**config.mk**
```make
export PLATFORM = sky130hd
export DESIGN_NAME = rcc_merge
export DESIGN_NICKNAME = d
export VERILOG_FILES = /design/src/design/rc_channel_conditioner_top_defines.svh /design/src/design/rcc_pkg.sv /design/src/design/rcc_merge.sv
export SDC_FILE = /design/constraint.sdc
export NUM_CORES = 1
export LEC_CHECK = 0
export ABC_AREA = 1
export ABC_CLOCK_PERIOD_IN_PS = 800
export BUFFER_PORTS_ARGS = -buffer_cell sky130_fd_sc_hd__buf_4
export CAP_MARGIN = 20
export CORE_ASPECT_RATIO = 0.5
export CORE_MARGIN = 2
export CORE_UTILIZATION = 40
export DETAILED_ROUTE_END_ITERATION = 16
export PLACE_DENSITY = 0.87
export SETUP_SLACK_MARGIN = 0.5
export SYNTH_ARGS = -nofsm -noshare
export SYNTH_HDL_FRONTEND = slang
export SYNTH_SLANG_ARGS = --single-unit
```
**constraint.sdc**
```tcl
create_clock -name clock -period 0.8 [get_ports clock]
set_input_delay 0 -clock clock [delete_from_list [all_inputs] [get_ports clock]]
set_output_delay 0 -clock clock [all_outputs]
set_load 0.005 [all_outputs]
```
**src/design/rc_channel_conditioner_top_defines.svh**
```systemverilog
// assertion macros for the rc channel conditioner
`ifndef RC_CHANNEL_CONDITIONER_TOP_DEFINES_SVH
`define RC_CHANNEL_CONDITIONER_TOP_DEFINES_SVH

`ifndef SYNTHESIS

`define RCC_ASSERT_IMPL(lbl, clk, rst, ante, cons) \
   lbl: assert property (@(posedge clk) disable iff (rst) (ante) |-> (cons)) \
      else $error("rcc assertion failed");

`define RCC_ASSERT_NEXT(lbl, clk, rst, ante, cons) \
   lbl: assert property (@(posedge clk) disable iff (rst) (ante) |=> (cons)) \
      else $error("rcc assertion failed");

`else

`define RCC_ASSERT_IMPL(lbl, clk, rst, ante, cons)

`define RCC_ASSERT_NEXT(lbl, clk, rst, ante, cons)

`endif

`endif

```
**src/design/rcc_pkg.sv**
```systemverilog
// types and constants shared by the rc channel conditioner
package rcc_pkg;

   localparam int RAW_BITS       = 11;
   localparam int FRAC_BITS      = 15;
   localparam int SCALE_BITS     = 16;
   localparam int DB_BITS        = 15;
   localparam int ALPHA_BITS     = 16;
   localparam int AGE_BITS       = 16;
   localparam int ELAPSED_BITS   = 8;
   localparam int NORM_SHIFT     = 25 - FRAC_BITS;
   localparam int AXIS_BITS      = FRAC_BITS + 1;
   localparam int NUM_CH         = 5;
   localparam int NUM_AXES       = 4;
   localparam int CSR_INDEX_BITS = 3;
   localparam int CSR_DATA_BITS  = 16;

   localparam int IDX_ROLL     = 0;
   localparam int IDX_PITCH    = 1;
   localparam int IDX_YAW      = 2;
   localparam int IDX_THROTTLE = 3;
   localparam int IDX_ARM      = 4;

   localparam logic [CSR_INDEX_BITS-1:0] CSR_INPUT_MIN     = 3'd0;
   localparam logic [CSR_INDEX_BITS-1:0] CSR_NORM_SCALE    = 3'd1;
   localparam logic [CSR_INDEX_BITS-1:0] CSR_DEADBAND      = 3'd2;
   localparam logic [CSR_INDEX_BITS-1:0] CSR_SMOOTH_ALPHA  = 3'd3;
   localparam logic [CSR_INDEX_BITS-1:0] CSR_TIMEOUT_MS    = 3'd4;
   localparam logic [CSR_INDEX_BITS-1:0] CSR_ARM_THRESHOLD = 3'd5;

   localparam logic [RAW_BITS-1:0]   RST_INPUT_MIN     = 11'd172;
   localparam logic [SCALE_BITS-1:0] RST_NORM_SCALE    = 16'd20472;
   localparam logic [DB_BITS-1:0]    RST_DEADBAND      = 15'd1638;
   localparam logic [ALPHA_BITS-1:0] RST_SMOOTH_ALPHA  = 16'd9830;
   localparam logic [AGE_BITS-1:0]   RST_TIMEOUT_MS    = 16'd100;
   localparam logic [RAW_BITS-1:0]   RST_ARM_THRESHOLD = 11'd1000;

   localparam logic [ALPHA_BITS-1:0] ALPHA_ONE = ALPHA_BITS'(2 ** FRAC_BITS);
   localparam logic [AGE_BITS-1:0]   AGE_MAX   = '1;

   typedef struct packed {
      logic                    frame_valid;
      logic [RAW_BITS-1:0]     roll_raw;
      logic [RAW_BITS-1:0]     pitch_raw;
      logic [RAW_BITS-1:0]     yaw_raw;
      logic [RAW_BITS-1:0]     throttle_raw;
      logic [RAW_BITS-1:0]     arm_raw;
      logic                    failsafe;
      logic [ELAPSED_BITS-1:0] elapsed_ms;
   } req_type;

   typedef struct packed {
      logic signed [AXIS_BITS-1:0] roll_out;
      logic signed [AXIS_BITS-1:0] pitch_out;
      logic signed [AXIS_BITS-1:0] yaw_out;
      logic [FRAC_BITS-1:0]        throttle_out;
      logic                        is_armed;
      logic                        signal_lost;
   } rsp_type;

   typedef struct packed {
      logic mul_en;
      logic map_en;
      logic smo_en;
      logic upd_en;
   } lane_ctrl_type;

   typedef struct packed {
      logic [RAW_BITS-1:0]   input_min;
      logic [SCALE_BITS-1:0] norm_scale;
      logic [DB_BITS-1:0]    deadband;
      logic [ALPHA_BITS-1:0] alpha;
   } lane_cfg_type;

endpackage

```
**src/design/rcc_merge.sv**
```systemverilog
// merges lane results and status flags into the output register
module rcc_merge (
   input  logic                                                    clock,
   input  logic                                                    reset,
   input  logic                                                    load,
   input  logic [rcc_pkg::NUM_AXES-1:0][rcc_pkg::AXIS_BITS-1:0]    lane_val,
   input  logic                                                    armed,
   input  logic                                                    lost,
   output logic                                                    out_free,
   output logic                                                    rsp_valid,
   input  logic                                                    rsp_ready,
   output rcc_pkg::rsp_type                                        rsp_data
);

   logic             rsp_valid_ff;
   rcc_pkg::rsp_type rsp_data_ff, rsp_data_in;

   assign out_free = !rsp_valid_ff || rsp_ready;

   always_comb begin
      rsp_data_in.roll_out     = $signed(lane_val[rcc_pkg::IDX_ROLL]);
      rsp_data_in.pitch_out    = $signed(lane_val[rcc_pkg::IDX_PITCH]);
      rsp_data_in.yaw_out      = $signed(lane_val[rcc_pkg::IDX_YAW]);
      rsp_data_in.throttle_out = lane_val[rcc_pkg::IDX_THROTTLE][rcc_pkg::FRAC_BITS-1:0];
      rsp_data_in.is_armed     = armed;
      rsp_data_in.signal_lost  = lost;
   end

   always_ff @(posedge clock) begin
      if (reset) begin
         rsp_valid_ff <= 1'b0;
      end else if (load) begin
         rsp_valid_ff <= 1'b1;
      end else if (rsp_ready) begin
         rsp_valid_ff <= 1'b0;
      end
   end

   always_ff @(posedge clock) begin
      if (load) begin
         rsp_data_ff <= rsp_data_in;
      end
   end

   assign rsp_valid = rsp_valid_ff;
   assign rsp_data  = rsp_data_ff;

endmodule

```
Word-level counts from Yosys, hierarchy flattened
Cells that the tools add are included.
{ "word_totals": {"ff_bits": 66, "wordCells": 12} }
{ "op_classes": {"n_mux": 2, "n_reduce_logical": 3} }
{ "op_table": {"columns": ["operator", "n"], "rows": [
  ["two-way mux 1 bit", 2],
  ["nonzero test 2 bit", 1],
  ["logical NOT 1 bit", 1],
  ["logical OR 1 bit", 1]
]} }

Depth between registers and ports, before layout
{ "depth": {"ltp_word": 2, "mapped_depth": 3, "mapped_depth_nobuf": 3} }

Worst setup path after synthesis
OpenSTA, ideal clock, no wires.
{ "synth_timing": {"path_type": "register -> register", "startpoint": "register, netlist name rsp_valid", "endpoint": "register rsp_valid_ff, in the netlist rsp_valid", "setup_time_ns": 0.066, "t_arrival_ns": 0.503, "required_ns": 0.734, "slack_ns": 0.231, "path_stages_with_launch": 3, "n_path_buf": 0, "synth_period_minus_slack_ns": 0.569, "path_cell_list": "dfxtp_1 -> nand2_2 -> a21oi_2"} }
{ "synth_lines": {"columns": ["element", "line_no", "source"], "rows": [
  ["to (signal assigned)", "rcc_merge.sv:31", "rsp_valid_ff <= 1'b0;"],
  ["to (signal assigned)", "rcc_merge.sv:33", "rsp_valid_ff <= 1'b1;"],
  ["to (signal assigned)", "rcc_merge.sv:35", "rsp_valid_ff <= 1'b0;"],
  ["to (decl)", "rcc_merge.sv:15", "logic rsp_valid_ff;"]
]} }

Worst setup path in the final report
{ "layout_timing": {"startpoint": "register rsp_data_ff (netlist bit rsp_data[0])", "endpoint": "output port rsp_data[0] (netlist bit)"} }
{ "layout_lines": {"columns": ["element", "line_no", "source"], "rows": [
  ["from (decl)", "rcc_merge.sv:16", "rcc_pkg::rsp_type rsp_data_ff, rsp_data_in;"],
  ["from (signal assigned)", "rcc_merge.sv:41", "rsp_data_ff <= rsp_data_in;"],
  ["to (decl)", "rcc_merge.sv:12", "output rcc_pkg::rsp_type rsp_data"]
]} }
No word-level cell between the ends.

==> impl_metrics.py <==
metrics = {
    "final_layout": {
        "final_area_sq_um": 3430,
        "drive_above_1_share_pct": 68.7,
        "diodes": 0,
        "syn2layout_area_growth_pct": 71.8,
        "final_common_cell": "buf_4",
        "final_nets": 292,
        "n_fill_cell": 320,
        "final_cell_mix": "buf_4 (122), edfxtp_1 (65), buf_6 (14)",
    },
    "timing": {
        "setup_viol": 66,
        "whs_ns": -0.191,
        "period_minus_slack_ns": 0.915,
        "rsz0062_at_grt": "yes",
        "final.period_utilization_pct": 114,
        "fmax_mhz": 1090,
        "hold_violations": 71,
        "worst_pin_slew_ns": 0.118,
        "setup_ws_ns": -0.115,
        "max_slew_margin_pct": 92.2,
        "report.final.slew_viol_count": 0,
        "finClkSkew_ns": 0,
    },
    "logic_synthesis": {
        "synth_area_per_cell_sq_um": 28.5,
        "synth_cell_types": 5,
        "synthTopCellsByArea": "edfxtp_1 (98%), dfxtp_1 (1.0%), a21oi_2 (0.44%)",
        "yosysTopAreaCell": "edfxtp_1",
        "yosysTopAreaCellShare_pct": 97.9,
        "ys_seq_elements": 66,
        "syn-num-nets": 140,
        "synth.yosys.seq_area_share_pct": 98.9,
        "postSynthCellCount": 70,
        "syn_area_sq_um": 1990,
        "yosysWarnings": 0,
    },
    "run_status": {
        "status": "finished with violations",
        "violations": "hold timing, setup timing",
    },
    "clock_network": {
        "worstSkewPairLatency_ns": 0.33,
        "htree_levels": 3,
        "cts_buffer_depth": 2,
        "ctsRootBufferMaster": "clkbuf_8",
        "cts_tree": "built",
        "clock-sinks": 66,
        "cts_setup_buffers": 0,
        "cts_made_buffers": 9,
        "clkTransAtPathRegs_ns": 0.07,
    },
    "global_route": {
        "grt_pass1_vias": 1262,
        "grt_antenna_before_repair": 0,
        "grt_max_degree": 13,
        "gr-usage-all-layers_pct": 17.6,
        "grt_pass1_wl_um": 6670,
        "grt_remaining_overflow": 0,
    },
    "worst_setup_path": {
        "cp_slowest_cell": "edfxtp_1",
        "worstSetupPathType": "flip-flop to output pin",
        "path_max_fanout": 1,
        "crit_family": "flip-flops",
        "ff2ff_setup_slack_ns": 0.22,
        "cpPeakStageDelay_ns": 0.41,
        "end_kind": "output pin",
        "r2r-end": "rsp_valid$_SDFFE_PP0P_",
        "crit_chain": "buf_4",
        "arrival_ns": 0.92,
        "path_buf_inv": 1,
        "reg2reg_depth": 2,
        "cp.required_ns": 0.80,
        "r2r-start": "rsp_valid$_SDFFE_PP0P_",
        "crit_path_start_kind": "flip-flop",
    },
    "floorplanning": {
        "rows": 18,
        "start_util_pct": 41.0,
        "io_pins": 137,
        "die_y_um": 53.9,
        "die_w_um": 104,
        "dieArea_sq_um": 5600,
        "core-area_sq_um": 4860,
    },
    "route": {
        "antenna_left": 0,
        "drtIter0Drc": 28,
        "wl_um": 5290,
        "drc": 0,
        "drt-wirelength-per-cell_um": 17.8,
        "viasPerCell": 4.33,
        "via_count": 1287,
        "dr.pass1.iters": 4,
    },
    "worst_hold_path": {
        "hp-start": "reset",
        "hold_class": "input port to flip-flop",
        "holdPathEnd": "rsp_valid$_SDFFE_PP0P_",
        "whs_path_depth": 2,
    },
    "power_and_ir_drop": {
        "power.density_nw_per_um2": 2140,
        "peakVddDrop_v": 0.00124,
        "p_leak_nw": 1.46,
    },
    "place": {
        "hpwlAfterDp_um": 3800,
        "place_congestion": 0.764,
        "placed_area_sq_um": 3150,
        "portBuffers": 135,
    },
    "job": {
        "maxCapViolCount": 0,
    },
}
-- flip-flops by register name, summed over array words and instances, names as in the netlist --
register   flops
rsp_data      65
rsp_valid      1
-- logic make-up (layout without fill, tap and decap cells) --
logic type	count (synthesis)	in the layout	share of synthesized area (%)
AO/OA/AOI/OAI	1	1	0.439
AND/OR/NAND/NOR	1	1	0.314
buffers and inverters	2	159	0.377
flip-flops	66	66	98.9
-- layout make-up --
type                            count  area [sq um]  area share (%)
Clock buffer                       12           135            3.94
Tap cell                           70          87.6            2.56
Multi-Input combinational cell      2          15.0           0.438
Inverter                            2          7.51           0.219
Sequential cell                    66          1970            57.6
Timing Repair Buffer              141          1190            34.7
Clock inverter                      4          18.8           0.548
-- Yosys cell counts --
cell type  count
dfxtp_1        1
edfxtp_1      65
inv_1          2
nand2_2        1
a21oi_2        1
-- how the worst max path moves through the flow --
| stage | from | endpoint | slack (ns) | cells past startpoint |
|---|---|---|---|---|
| global route | rsp_data[0]$_DFFE_PP_ | rsp_data[0] | -0.14 | 1 |
| global placement | load | rsp_data[49]$_DFFE_PP_ | 0.12 | 2 |
| floorplan | rsp_valid$_SDFFE_PP0P_ | rsp_valid$_SDFFE_PP0P_ | 0.26 | 2 |
| finish | rsp_data[0]$_DFFE_PP_ | rsp_data[0] | -0.12 | 1 |
| CTS | rsp_data[47]$_DFFE_PP_ | rsp_data[47] | -0.10 | 1 |
| detailed placement | load | rsp_data[43]$_DFFE_PP_ | 0.09 | 2 |
-- stage by stage --
step	util (%)	setup WS [ns]	setup TNS, ns	std cells	power, W
after floorplan	-	0.258	0	70	0.00429
after detailed placement	64.8	0.0942	0	279	0.00507
after global placement	64.8	0.122	0	279	0.00502
final	70.4	-0.115	-3.31	297	0.00734
after global routing	70.4	-0.144	-5.76	297	0.00757
after CTS	70.0	-0.103	-4.35	297	0.00735
-- power breakdown --
part / switching (W) / leakage, nW / internal, W / total, W
sequential: 0.0000897 / 0.645 / 0.00410 / 0.00419
clock: 0.00116 / 0.0816 / 0.00110 / 0.00226
combinational: 0.000284 / 0.739 / 0.000599 / 0.000883
total: 0.00154 / 1.46 / 0.00580 / 0.00734
-- what timing repair did --
item,4_1_cts,5_1_grt
cloned,2,0
resized for setup,14,5
pin swaps,1,1
setup endpoints to repair,128,68
endpoints found under the hold margin,71,71
-- metal layers --
| metal | share of wire [%] | track usage (%) | routed length, um | vias up |
|---|---|---|---|---|
| li1 | - | - | - | 585 |
| met1 | 33 | 16.0 | 1740 | 639 |
| met2 | 59 | 34.4 | 3130 | 47 |
| met3 | 4.7 | 7.63 | 250 | 16 |
| met4 | 3.2 | 10.1 | 170 | 0 |
| met5 | 0 | 0 | 0 | - |
(Power assumes the default switching activity.)
