--- config.mk ---
export PLATFORM = sky130hd
export DESIGN_NAME = rcc_lane
export DESIGN_NICKNAME = d
export VERILOG_FILES = /design/src/design/rc_channel_conditioner_top_defines.svh /design/src/design/rcc_pkg.sv /design/src/design/rcc_lane.sv
export SDC_FILE = /design/constraint.sdc
export NUM_CORES = 1
export LEC_CHECK = 0
export BUFFER_PORTS_ARGS = -buffer_cell sky130_fd_sc_hd__buf_2
export CORE_MARGIN = 5
export CORE_UTILIZATION = 30
export CTS_BUF_LIST = sky130_fd_sc_hd__clkbuf_2
export CTS_CLUSTER_SIZE = 30
export DETAILED_ROUTE_END_ITERATION = 6
export PLACE_DENSITY = 0.42
export SLEW_MARGIN = 20
export SYNTH_ARGS = -nofsm -noshare
export SYNTH_HDL_FRONTEND = slang
export SYNTH_SLANG_ARGS = --single-unit
--- constraint.sdc ---
create_clock -name clock -period 12.8 [get_ports clock]
set_input_delay 0.64 -clock clock [delete_from_list [all_inputs] [get_ports clock]]
set_output_delay 0.64 -clock clock [all_outputs]
set_load 0.02 [all_outputs]
--- src/design/rc_channel_conditioner_top_defines.svh ---
// assertion macros for the rc channel conditioner
`ifndef RC_CHANNEL_CONDITIONER_TOP_DEFINES_SVH
`define RC_CHANNEL_CONDITIONER_TOP_DEFINES_SVH

`ifndef SYNTHESIS

`define RCC_ASSERT_IMPL(lbl, clk, rst, ante, cons) \
   lbl: assert property (@(posedge clk) disable iff (rst) (ante) |-> (cons)) \
      else $error("rcc assertion failed");

`define RCC_ASSERT_NEXT(lbl, clk, rst, ante, cons) \
   lbl: assert property (@(posedge clk) disable iff (rst) (ante) |=> (cons)) \
      else $error("rcc assertion failed");

`else

`define RCC_ASSERT_IMPL(lbl, clk, rst, ante, cons)

`define RCC_ASSERT_NEXT(lbl, clk, rst, ante, cons)

`endif

`endif

--- src/design/rcc_pkg.sv ---
// types and constants shared by the rc channel conditioner
package rcc_pkg;

   localparam int RAW_BITS       = 11;
   localparam int FRAC_BITS      = 15;
   localparam int SCALE_BITS     = 16;
   localparam int DB_BITS        = 15;
   localparam int ALPHA_BITS     = 16;
   localparam int AGE_BITS       = 16;
   localparam int ELAPSED_BITS   = 8;
   localparam int NORM_SHIFT     = 25 - FRAC_BITS;
   localparam int AXIS_BITS      = FRAC_BITS + 1;
   localparam int NUM_CH         = 5;
   localparam int NUM_AXES       = 4;
   localparam int CSR_INDEX_BITS = 3;
   localparam int CSR_DATA_BITS  = 16;

   localparam int IDX_ROLL     = 0;
   localparam int IDX_PITCH    = 1;
   localparam int IDX_YAW      = 2;
   localparam int IDX_THROTTLE = 3;
   localparam int IDX_ARM      = 4;

   localparam logic [CSR_INDEX_BITS-1:0] CSR_INPUT_MIN     = 3'd0;
   localparam logic [CSR_INDEX_BITS-1:0] CSR_NORM_SCALE    = 3'd1;
   localparam logic [CSR_INDEX_BITS-1:0] CSR_DEADBAND      = 3'd2;
   localparam logic [CSR_INDEX_BITS-1:0] CSR_SMOOTH_ALPHA  = 3'd3;
   localparam logic [CSR_INDEX_BITS-1:0] CSR_TIMEOUT_MS    = 3'd4;
   localparam logic [CSR_INDEX_BITS-1:0] CSR_ARM_THRESHOLD = 3'd5;

   localparam logic [RAW_BITS-1:0]   RST_INPUT_MIN     = 11'd172;
   localparam logic [SCALE_BITS-1:0] RST_NORM_SCALE    = 16'd20472;
   localparam logic [DB_BITS-1:0]    RST_DEADBAND      = 15'd1638;
   localparam logic [ALPHA_BITS-1:0] RST_SMOOTH_ALPHA  = 16'd9830;
   localparam logic [AGE_BITS-1:0]   RST_TIMEOUT_MS    = 16'd100;
   localparam logic [RAW_BITS-1:0]   RST_ARM_THRESHOLD = 11'd1000;

   localparam logic [ALPHA_BITS-1:0] ALPHA_ONE = ALPHA_BITS'(2 ** FRAC_BITS);
   localparam logic [AGE_BITS-1:0]   AGE_MAX   = '1;

   typedef struct packed {
      logic                    frame_valid;
      logic [RAW_BITS-1:0]     roll_raw;
      logic [RAW_BITS-1:0]     pitch_raw;
      logic [RAW_BITS-1:0]     yaw_raw;
      logic [RAW_BITS-1:0]     throttle_raw;
      logic [RAW_BITS-1:0]     arm_raw;
      logic                    failsafe;
      logic [ELAPSED_BITS-1:0] elapsed_ms;
   } req_type;

   typedef struct packed {
      logic signed [AXIS_BITS-1:0] roll_out;
      logic signed [AXIS_BITS-1:0] pitch_out;
      logic signed [AXIS_BITS-1:0] yaw_out;
      logic [FRAC_BITS-1:0]        throttle_out;
      logic                        is_armed;
      logic                        signal_lost;
   } rsp_type;

   typedef struct packed {
      logic mul_en;
      logic map_en;
      logic smo_en;
      logic upd_en;
   } lane_ctrl_type;

   typedef struct packed {
      logic [RAW_BITS-1:0]   input_min;
      logic [SCALE_BITS-1:0] norm_scale;
      logic [DB_BITS-1:0]    deadband;
      logic [ALPHA_BITS-1:0] alpha;
   } lane_cfg_type;

endpackage

--- src/design/rcc_lane.sv ---
// one axis lane: normalize, clamp, deadband (symmetric axes only) and smoothing filter
module rcc_lane (
   input  logic                                   clock,
   input  logic                                   reset,
   input  logic                                   sym_mode,
   input  logic [rcc_pkg::RAW_BITS-1:0]           raw,
   input  rcc_pkg::lane_cfg_type                  cfg,
   input  rcc_pkg::lane_ctrl_type                 ctrl,
   output logic signed [rcc_pkg::AXIS_BITS-1:0]   r_next
);

   localparam int PROD_BITS = rcc_pkg::RAW_BITS + 1 + rcc_pkg::SCALE_BITS + 1;
   localparam int NORM_BITS = PROD_BITS - rcc_pkg::NORM_SHIFT;
   localparam int SYM_BITS  = NORM_BITS + 2;
   localparam int DX_BITS   = rcc_pkg::AXIS_BITS + 1;
   localparam int D_BITS    = DX_BITS + rcc_pkg::ALPHA_BITS + 1;
   localparam int Q_ONE     = 2 ** rcc_pkg::FRAC_BITS;

   logic signed [rcc_pkg::RAW_BITS:0]        diff;
   logic signed [PROD_BITS-1:0]              prod_ff, prod_in;
   logic signed [PROD_BITS-1:0]              prod_sh;
   logic signed [NORM_BITS-1:0]              norm;
   logic signed [SYM_BITS-1:0]               sym;
   logic signed [SYM_BITS-1:0]               sym_clamped;
   logic signed [SYM_BITS-1:0]               sym_mag;
   logic signed [NORM_BITS-1:0]              thr_clamped;
   logic signed [rcc_pkg::AXIS_BITS-1:0]     x_ff, x_in;
   logic signed [DX_BITS-1:0]                dx;
   logic signed [D_BITS-1:0]                 d_ff, d_in;
   logic signed [D_BITS-1:0]                 r_wide;
   logic signed [rcc_pkg::AXIS_BITS-1:0]     r_ff;

   assign diff    = $signed({1'b0, raw}) - $signed({1'b0, cfg.input_min});
   assign prod_in = diff * $signed({1'b0, cfg.norm_scale});

   assign prod_sh = prod_ff >>> rcc_pkg::NORM_SHIFT;
   assign norm    = prod_sh[NORM_BITS-1:0];

   assign sym = (SYM_BITS'(norm) <<< 1) - SYM_BITS'(Q_ONE);

   always_comb begin
      if (sym < -SYM_BITS'(Q_ONE)) begin
         sym_clamped = -SYM_BITS'(Q_ONE);
      end else if (sym > SYM_BITS'(Q_ONE - 1)) begin
         sym_clamped = SYM_BITS'(Q_ONE - 1);
      end else begin
         sym_clamped = sym;
      end
      sym_mag = sym_clamped[SYM_BITS-1] ? -sym_clamped : sym_clamped;

      if (norm < 0) begin
         thr_clamped = '0;
      end else if (norm > NORM_BITS'(Q_ONE - 1)) begin
         thr_clamped = NORM_BITS'(Q_ONE - 1);
      end else begin
         thr_clamped = norm;
      end

      if (sym_mode) begin
         if (sym_mag < $signed(SYM_BITS'(cfg.deadband))) begin
            x_in = '0;
         end else begin
            x_in = sym_clamped[rcc_pkg::AXIS_BITS-1:0];
         end
      end else begin
         x_in = thr_clamped[rcc_pkg::AXIS_BITS-1:0];
      end
   end

   assign dx     = DX_BITS'(x_ff) - DX_BITS'(r_ff);
   assign d_in   = $signed({1'b0, cfg.alpha}) * dx;
   assign r_wide = (d_ff >>> rcc_pkg::FRAC_BITS) + D_BITS'(r_ff);
   assign r_next = r_wide[rcc_pkg::AXIS_BITS-1:0];

   always_ff @(posedge clock) begin
      if (ctrl.mul_en) begin
         prod_ff <= prod_in;
      end
      if (ctrl.map_en) begin
         x_ff <= x_in;
      end
      if (ctrl.smo_en) begin
         d_ff <= d_in;
      end
   end

   always_ff @(posedge clock) begin
      if (reset) begin
         r_ff <= '0;
      end else if (ctrl.upd_en) begin
         r_ff <= r_next;
      end
   end

endmodule

# --- After elaboration in Yosys (flattened, before gate mapping) ---
# Index checks and enable logic that the tools add are counted.
classes:
  muxes: 7
  addsub: 5
  mul: 2
  magnitude_cmp: 5
ops:
  columns: ["operator", "count"]
  rows:
  - ["$mux 16", 4]
  - ["$mux 21", 3]
  - ["$mul 17x17->31", 1]
  - ["$mul 12x17->29", 1]
  - ["$gt 21x16->1 const B", 1]
  - ["$lt 21x16->1", 1]
  - ["$lt 21x16->1 const B", 1]
  - ["$neg 21->21", 1]
  - ["$sub 20x17->21 const B", 1]
  - ["$gt 19x16->1 const B", 1]
  - ["$lt 19x1->1 const B", 1]
  - ["$sub 16x16->17", 1]
  - ["$add 16x16->16", 1]
  - ["$sub 11x11->12", 1]
word_totals:
  ff_bits: 92
  out_inout_bits: 16
  inputBits: 76

# --- Logic depth before layout (Yosys ltp) ---
logic_depth:
  ltp_word: 9
  depth_mapped: 33
  ltp_nobuf: 32

# --- Least setup slack after synthesis ---
# OpenSTA, ideal clock, no wires.
synth_path:
  path_kind: "flip-flop to flip-flop"
  start: "register x_ff[4] (netlist bit)"
  end: "register d_ff[29], data pin"
  arrival_time_ns: 7.675
  setup_ns: 0.195
  stages_incl_launch_ff: 30
  setup_slack_ns: 4.930
  synth_period_minus_slack_ns: 7.870
  path_cell_list: "edfxtp_1 -> ha_1 -> a21oi_1 -> nor3b_1 -> a31oi_1 -> a211oi_1 -> nor2_1 -> a21oi_1 -> xnor2_1 -> clkbuf_1 -> nand2_1 -> fa_1 -> inv_1 -> fa_1 -> fa_1 -> fa_1 -> fa_1 -> inv_1 -> fa_1 -> inv_1 -> ha_1 -> a21o_1 -> a21o_1 -> a21oi_1 -> o211ai_1 -> a41oi_1 -> nor3b_1 -> o221a_2 -> or4_1 -> o311ai_0"
synth_between:
  elab_chain_len: 2
synth_lines:
  columns: ["element", "line_no", "text"]
  rows:
  - ["start, declared", "rcc_lane.sv:27", "logic signed [rcc_pkg::AXIS_BITS-1:0] x_ff, x_in;"]
  - ["start signal, assigned", "rcc_lane.sv:80", "x_ff <= x_in;"]
  - ["$sub 16x16->17", "rcc_lane.sv:70", "assign dx = DX_BITS'(x_ff) - DX_BITS'(r_ff);"]
  - ["$mul 17x17->31", "rcc_lane.sv:71", "assign d_in = $signed({1'b0, cfg.alpha}) * dx;"]
  - ["via d_in[29]", "rcc_lane.sv:29", "logic signed [D_BITS-1:0] d_ff, d_in;"]
  - ["end signal, assigned", "rcc_lane.sv:83", "d_ff <= d_in;"]
  - ["end, declared", "rcc_lane.sv:29", null]
# The timed path passes the listed nets, and every way through them passes these cells.
# A chain may end at the register's enable or synchronous reset.

# --- Worst setup path in the final report ---
layout_path:
  start: "register x_ff[0] (netlist bit)"
  end: "register d_ff[29], data pin"
# The elaborated chain is that of the path after synthesis.

==> impl_metrics.env <==
export IMPL_maxCapViolCount=0
export IMPL_critical_path_startpoint_type="flip-flop"
export IMPL_floorplan_die_area_mm2=0.0725
export IMPL_critPathTopFamily="adder cells"
export IMPL_synth_top_cells_by_area="sky130_fd_sc_hd__fa_1 (35%), sky130_fd_sc_hd__ha_1 (15%), sky130_fd_sc_hd__inv_1 (9.5%), sky130_fd_sc_hd__edfxtp_1 (7.6%), sky130_fd_sc_hd__nand2_1 (5.1%)"
export IMPL_yosys_top_cells_count="sky130_fd_sc_hd__inv_1 (508), sky130_fd_sc_hd__fa_1 (350), sky130_fd_sc_hd__nand2_1 (273), sky130_fd_sc_hd__ha_1 (248), sky130_fd_sc_hd__and2_1 (149)"
export IMPL_cts_max_path_buffers=2
export IMPL_final_fill_count=7158
export IMPL_portBuffers=91
export IMPL_grt_setup_unrepaired="no"
export IMPL_clock_latency_ns=0.56
export IMPL_finalCritPeriodShare=0.697
export IMPL_layout_area_seq_mm2=0.00185
export IMPL_grt_overflow=0
export IMPL_post_synth_xor_area_fraction=0.0355
export IMPL_setup_total_negative_slack_ns=0
export IMPL_grt_first_pass_wirelength_um=92300
export IMPL_cell_accounting_for_the_most_synthesized_area="sky130_fd_sc_hd__fa_1"
export IMPL_multi_input_comb_area_mm2=0.0161
export IMPL_unique_cell_type_count_in_the_yosys_netlist=71
export IMPL_ys_seq_area_frac=0.0919
export IMPL_design_final_nets=3010
export IMPL_critical_path_max_stage_delay_ns=0.72
export IMPL_crit_path_max_fanout=16
export IMPL_ioPinCount=92
export IMPL_areaGrowthSynthToFinish_pct=7.77
export IMPL_ctsHtreeMaxLevel=3
export IMPL_routed_wl_um=56500
export IMPL_drc=0
export IMPL_run_status="complete, no violations"
export IMPL_clock_skew_final_ns=0.0764
export IMPL_cts_tree="built"
export IMPL_x_dimension_of_the_die_um=269
export IMPL_grt_total_usage=0.157
export IMPL_synth_compound_area_frac=0.0860
export IMPL_synthMuxAreaShare=0.00801
export IMPL_vias=15300
export IMPL_hpwl_um=44800
export IMPL_synthSimpleGateAreaFrac=0.166
export IMPL_postSynthCellCount=2297
export IMPL_critical_path_slowest_cell="sky130_fd_sc_hd__xor2_2"
export IMPL_fin_hold_ws_ns=0.482
export IMPL_cp_data_required_time_ns=13.14
export IMPL_slew_headroom=0.266
export IMPL_timing_worst_setup_path_type="flip-flop to flip-flop"
export IMPL_clock_fmax_mhz=112
export IMPL_cts_repair_timing_setup_buffer_count=0
export IMPL_clk_transition_reported_paths_ns=0.26
export IMPL_cts_buffers=9
export IMPL_number_of_enable_flip_flop_cells_after_synthesis=51
export IMPL_postCtsResizedCells=0
export IMPL_worst_setup_path_end_kind="flip-flop"
export IMPL_antenna_violations_before_repair=3
export IMPL_clock_root_cell="sky130_fd_sc_hd__clkbuf_2"
export IMPL_ys_seq_elements=67
export IMPL_die_h_um=269
export IMPL_cpMostUsedCell="sky130_fd_sc_hd__fa_1"
export IMPL_grt_pass1_vias=16800
export IMPL_synth_flop_cell="sky130_fd_sc_hd__edfxtp_1"
export IMPL_synth_cell_area_mm2=0.0202
export IMPL_synth_area_per_cell_um2=8.77
export IMPL_detail_route_wl_per_cell_um=17.5
export IMPL_timing_final_crit_period_ns=8.92
export IMPL_asyncSetResetFlopFracSynth=0
export IMPL_post_synth_top_count_cell="sky130_fd_sc_hd__inv_1"
export IMPL_pin_count_of_the_biggest_net_entering_global_routing=35
export IMPL_worstPathArrival_ns=9.26
export IMPL_cts_sink_count=67
export IMPL_post_synth_top_area_fraction=0.348
export IMPL_drive_gt1_frac=0.0688
export IMPL_postLayoutCoreUtil=0.325
export IMPL_worst_slew_pin_slew_ns=1.10
export IMPL_ant_nets=0
export IMPL_floorplan_initialDensity=0.301
export IMPL_slew_violations=0
export IMPL_avgViaCountPerCell=4.75
export IMPL_core_mm2=0.0669
export IMPL_drt_pass1_iter_count=5
export IMPL_std_cell_rows=95
export IMPL_critical_path_buf_inv_count=4
export IMPL_yosys_warnings=0
export IMPL_finalHoldViolations=0
export IMPL_hold_path_startpoint="reset"
export IMPL_mapped_nets=2971
export IMPL_synth_adder_area_share=0.502
export IMPL_worst_setup_path_startpoint="x_ff[0]"
export IMPL_timing_hold_worst_class="input pin to flip-flop"
export IMPL_setup_viol=0
export IMPL_gp_congestion=0.806
export IMPL_drt_iter0_markers=613
export IMPL_postCtsHoldBufs=0
export IMPL_main_combinational_cell_family_by_area_after_synthesis="adder cells"
export IMPL_critical_path_reg2reg_startpoint="x_ff[0]"
kinds of logic (layout without fill, tap and decap cells):
| logic type | count (synthesis) | in the layout |
|---|---|---|
| other cells | 0 | 3 |
| simple gates | 677 | 677 |
| mux | 16 | 16 |
| flops | 67 | 67 |
| buf+inv | 596 | 640 |
| xor+xnor | 80 | 80 |
| compound gates | 263 | 263 |
| fa+ha+maj | 598 | 598 |
registers in the layout (all words and copies together), names as in the netlist:
name	count
d_ff	16
r_ff	16
x_ff	16
prod_ff	19
cell type report:
class | instances | share of cell area
timing repair buffer | 116 | 0.0296
sequential | 67 | 0.0853
clock buffer | 10 | 0.00230
antenna | 3 | 0.000346
tap | 873 | 0.0503
inverter | 508 | 0.0878
multi-input combinational | 1634 | 0.743
clock inverter | 6 | 0.00184
routing by layer:
metal / global-route usage / up-vias / wire length (um)
met5: 0 / - / 13
met4: 0.0347 / 2 / 1220
met3: 0.0179 / 77 / 1750
met2: 0.267 / 266 / 26500
met1: 0.218 / 7715 / 26900
li1: - / 7213 / -
stage by stage:
| stage | setup slack, ns | instance area (um^2) | std cells |
|---|---|---|---|
| CTS | 3.80 | 21700 | 3214 |
| floorplan | 4.93 | 20200 | 2297 |
| global route | 3.40 | 21700 | 3215 |
| detailed placement | 3.91 | 21600 | 3198 |
| finish | 3.88 | 21700 | 3217 |
| global placement | 4.02 | 21600 | 3198 |
path summary, 6_finish.rpt:
kind | end | slack, ns | cells after the start
worst max-delay path | d_ff[29] | 3.88 | 29
worst min-delay path | r_ff[8] | 0.48 | 2
worst max register to register | d_ff[29] | 3.88 | 29
worst min register to register | r_ff[11] | 0.56 | 2
cells in the final DEF, fill, tap and decap left out, types with 11 or more instances in the layout:
cell / n
sky130_fd_sc_hd__inv_1: 508
sky130_fd_sc_hd__fa_1: 350
sky130_fd_sc_hd__nand2_1: 273
sky130_fd_sc_hd__ha_1: 248
sky130_fd_sc_hd__and2_1: 149
sky130_fd_sc_hd__nor2_1: 95
sky130_fd_sc_hd__buf_2: 91
sky130_fd_sc_hd__a21oi_1: 77
sky130_fd_sc_hd__xnor2_1: 56
sky130_fd_sc_hd__edfxtp_1: 51
sky130_fd_sc_hd__o21ai_0: 47
sky130_fd_sc_hd__nor2b_1: 44
sky130_fd_sc_hd__a21o_1: 36
sky130_fd_sc_hd__buf_4: 25
sky130_fd_sc_hd__nand2b_1: 22
sky130_fd_sc_hd__nor3_1: 19
sky130_fd_sc_hd__xor2_1: 16
sky130_fd_sc_hd__dfxtp_1: 16
sky130_fd_sc_hd__nand3_1: 15
sky130_fd_sc_hd__mux2i_1: 15
sky130_fd_sc_hd__o21a_1: 13
sky130_fd_sc_hd__o31ai_1: 13
sky130_fd_sc_hd__o41ai_1: 11
Power is not shown: default switching activity piles up to over one toggle a cycle in this logic, so the estimate is an artifact.
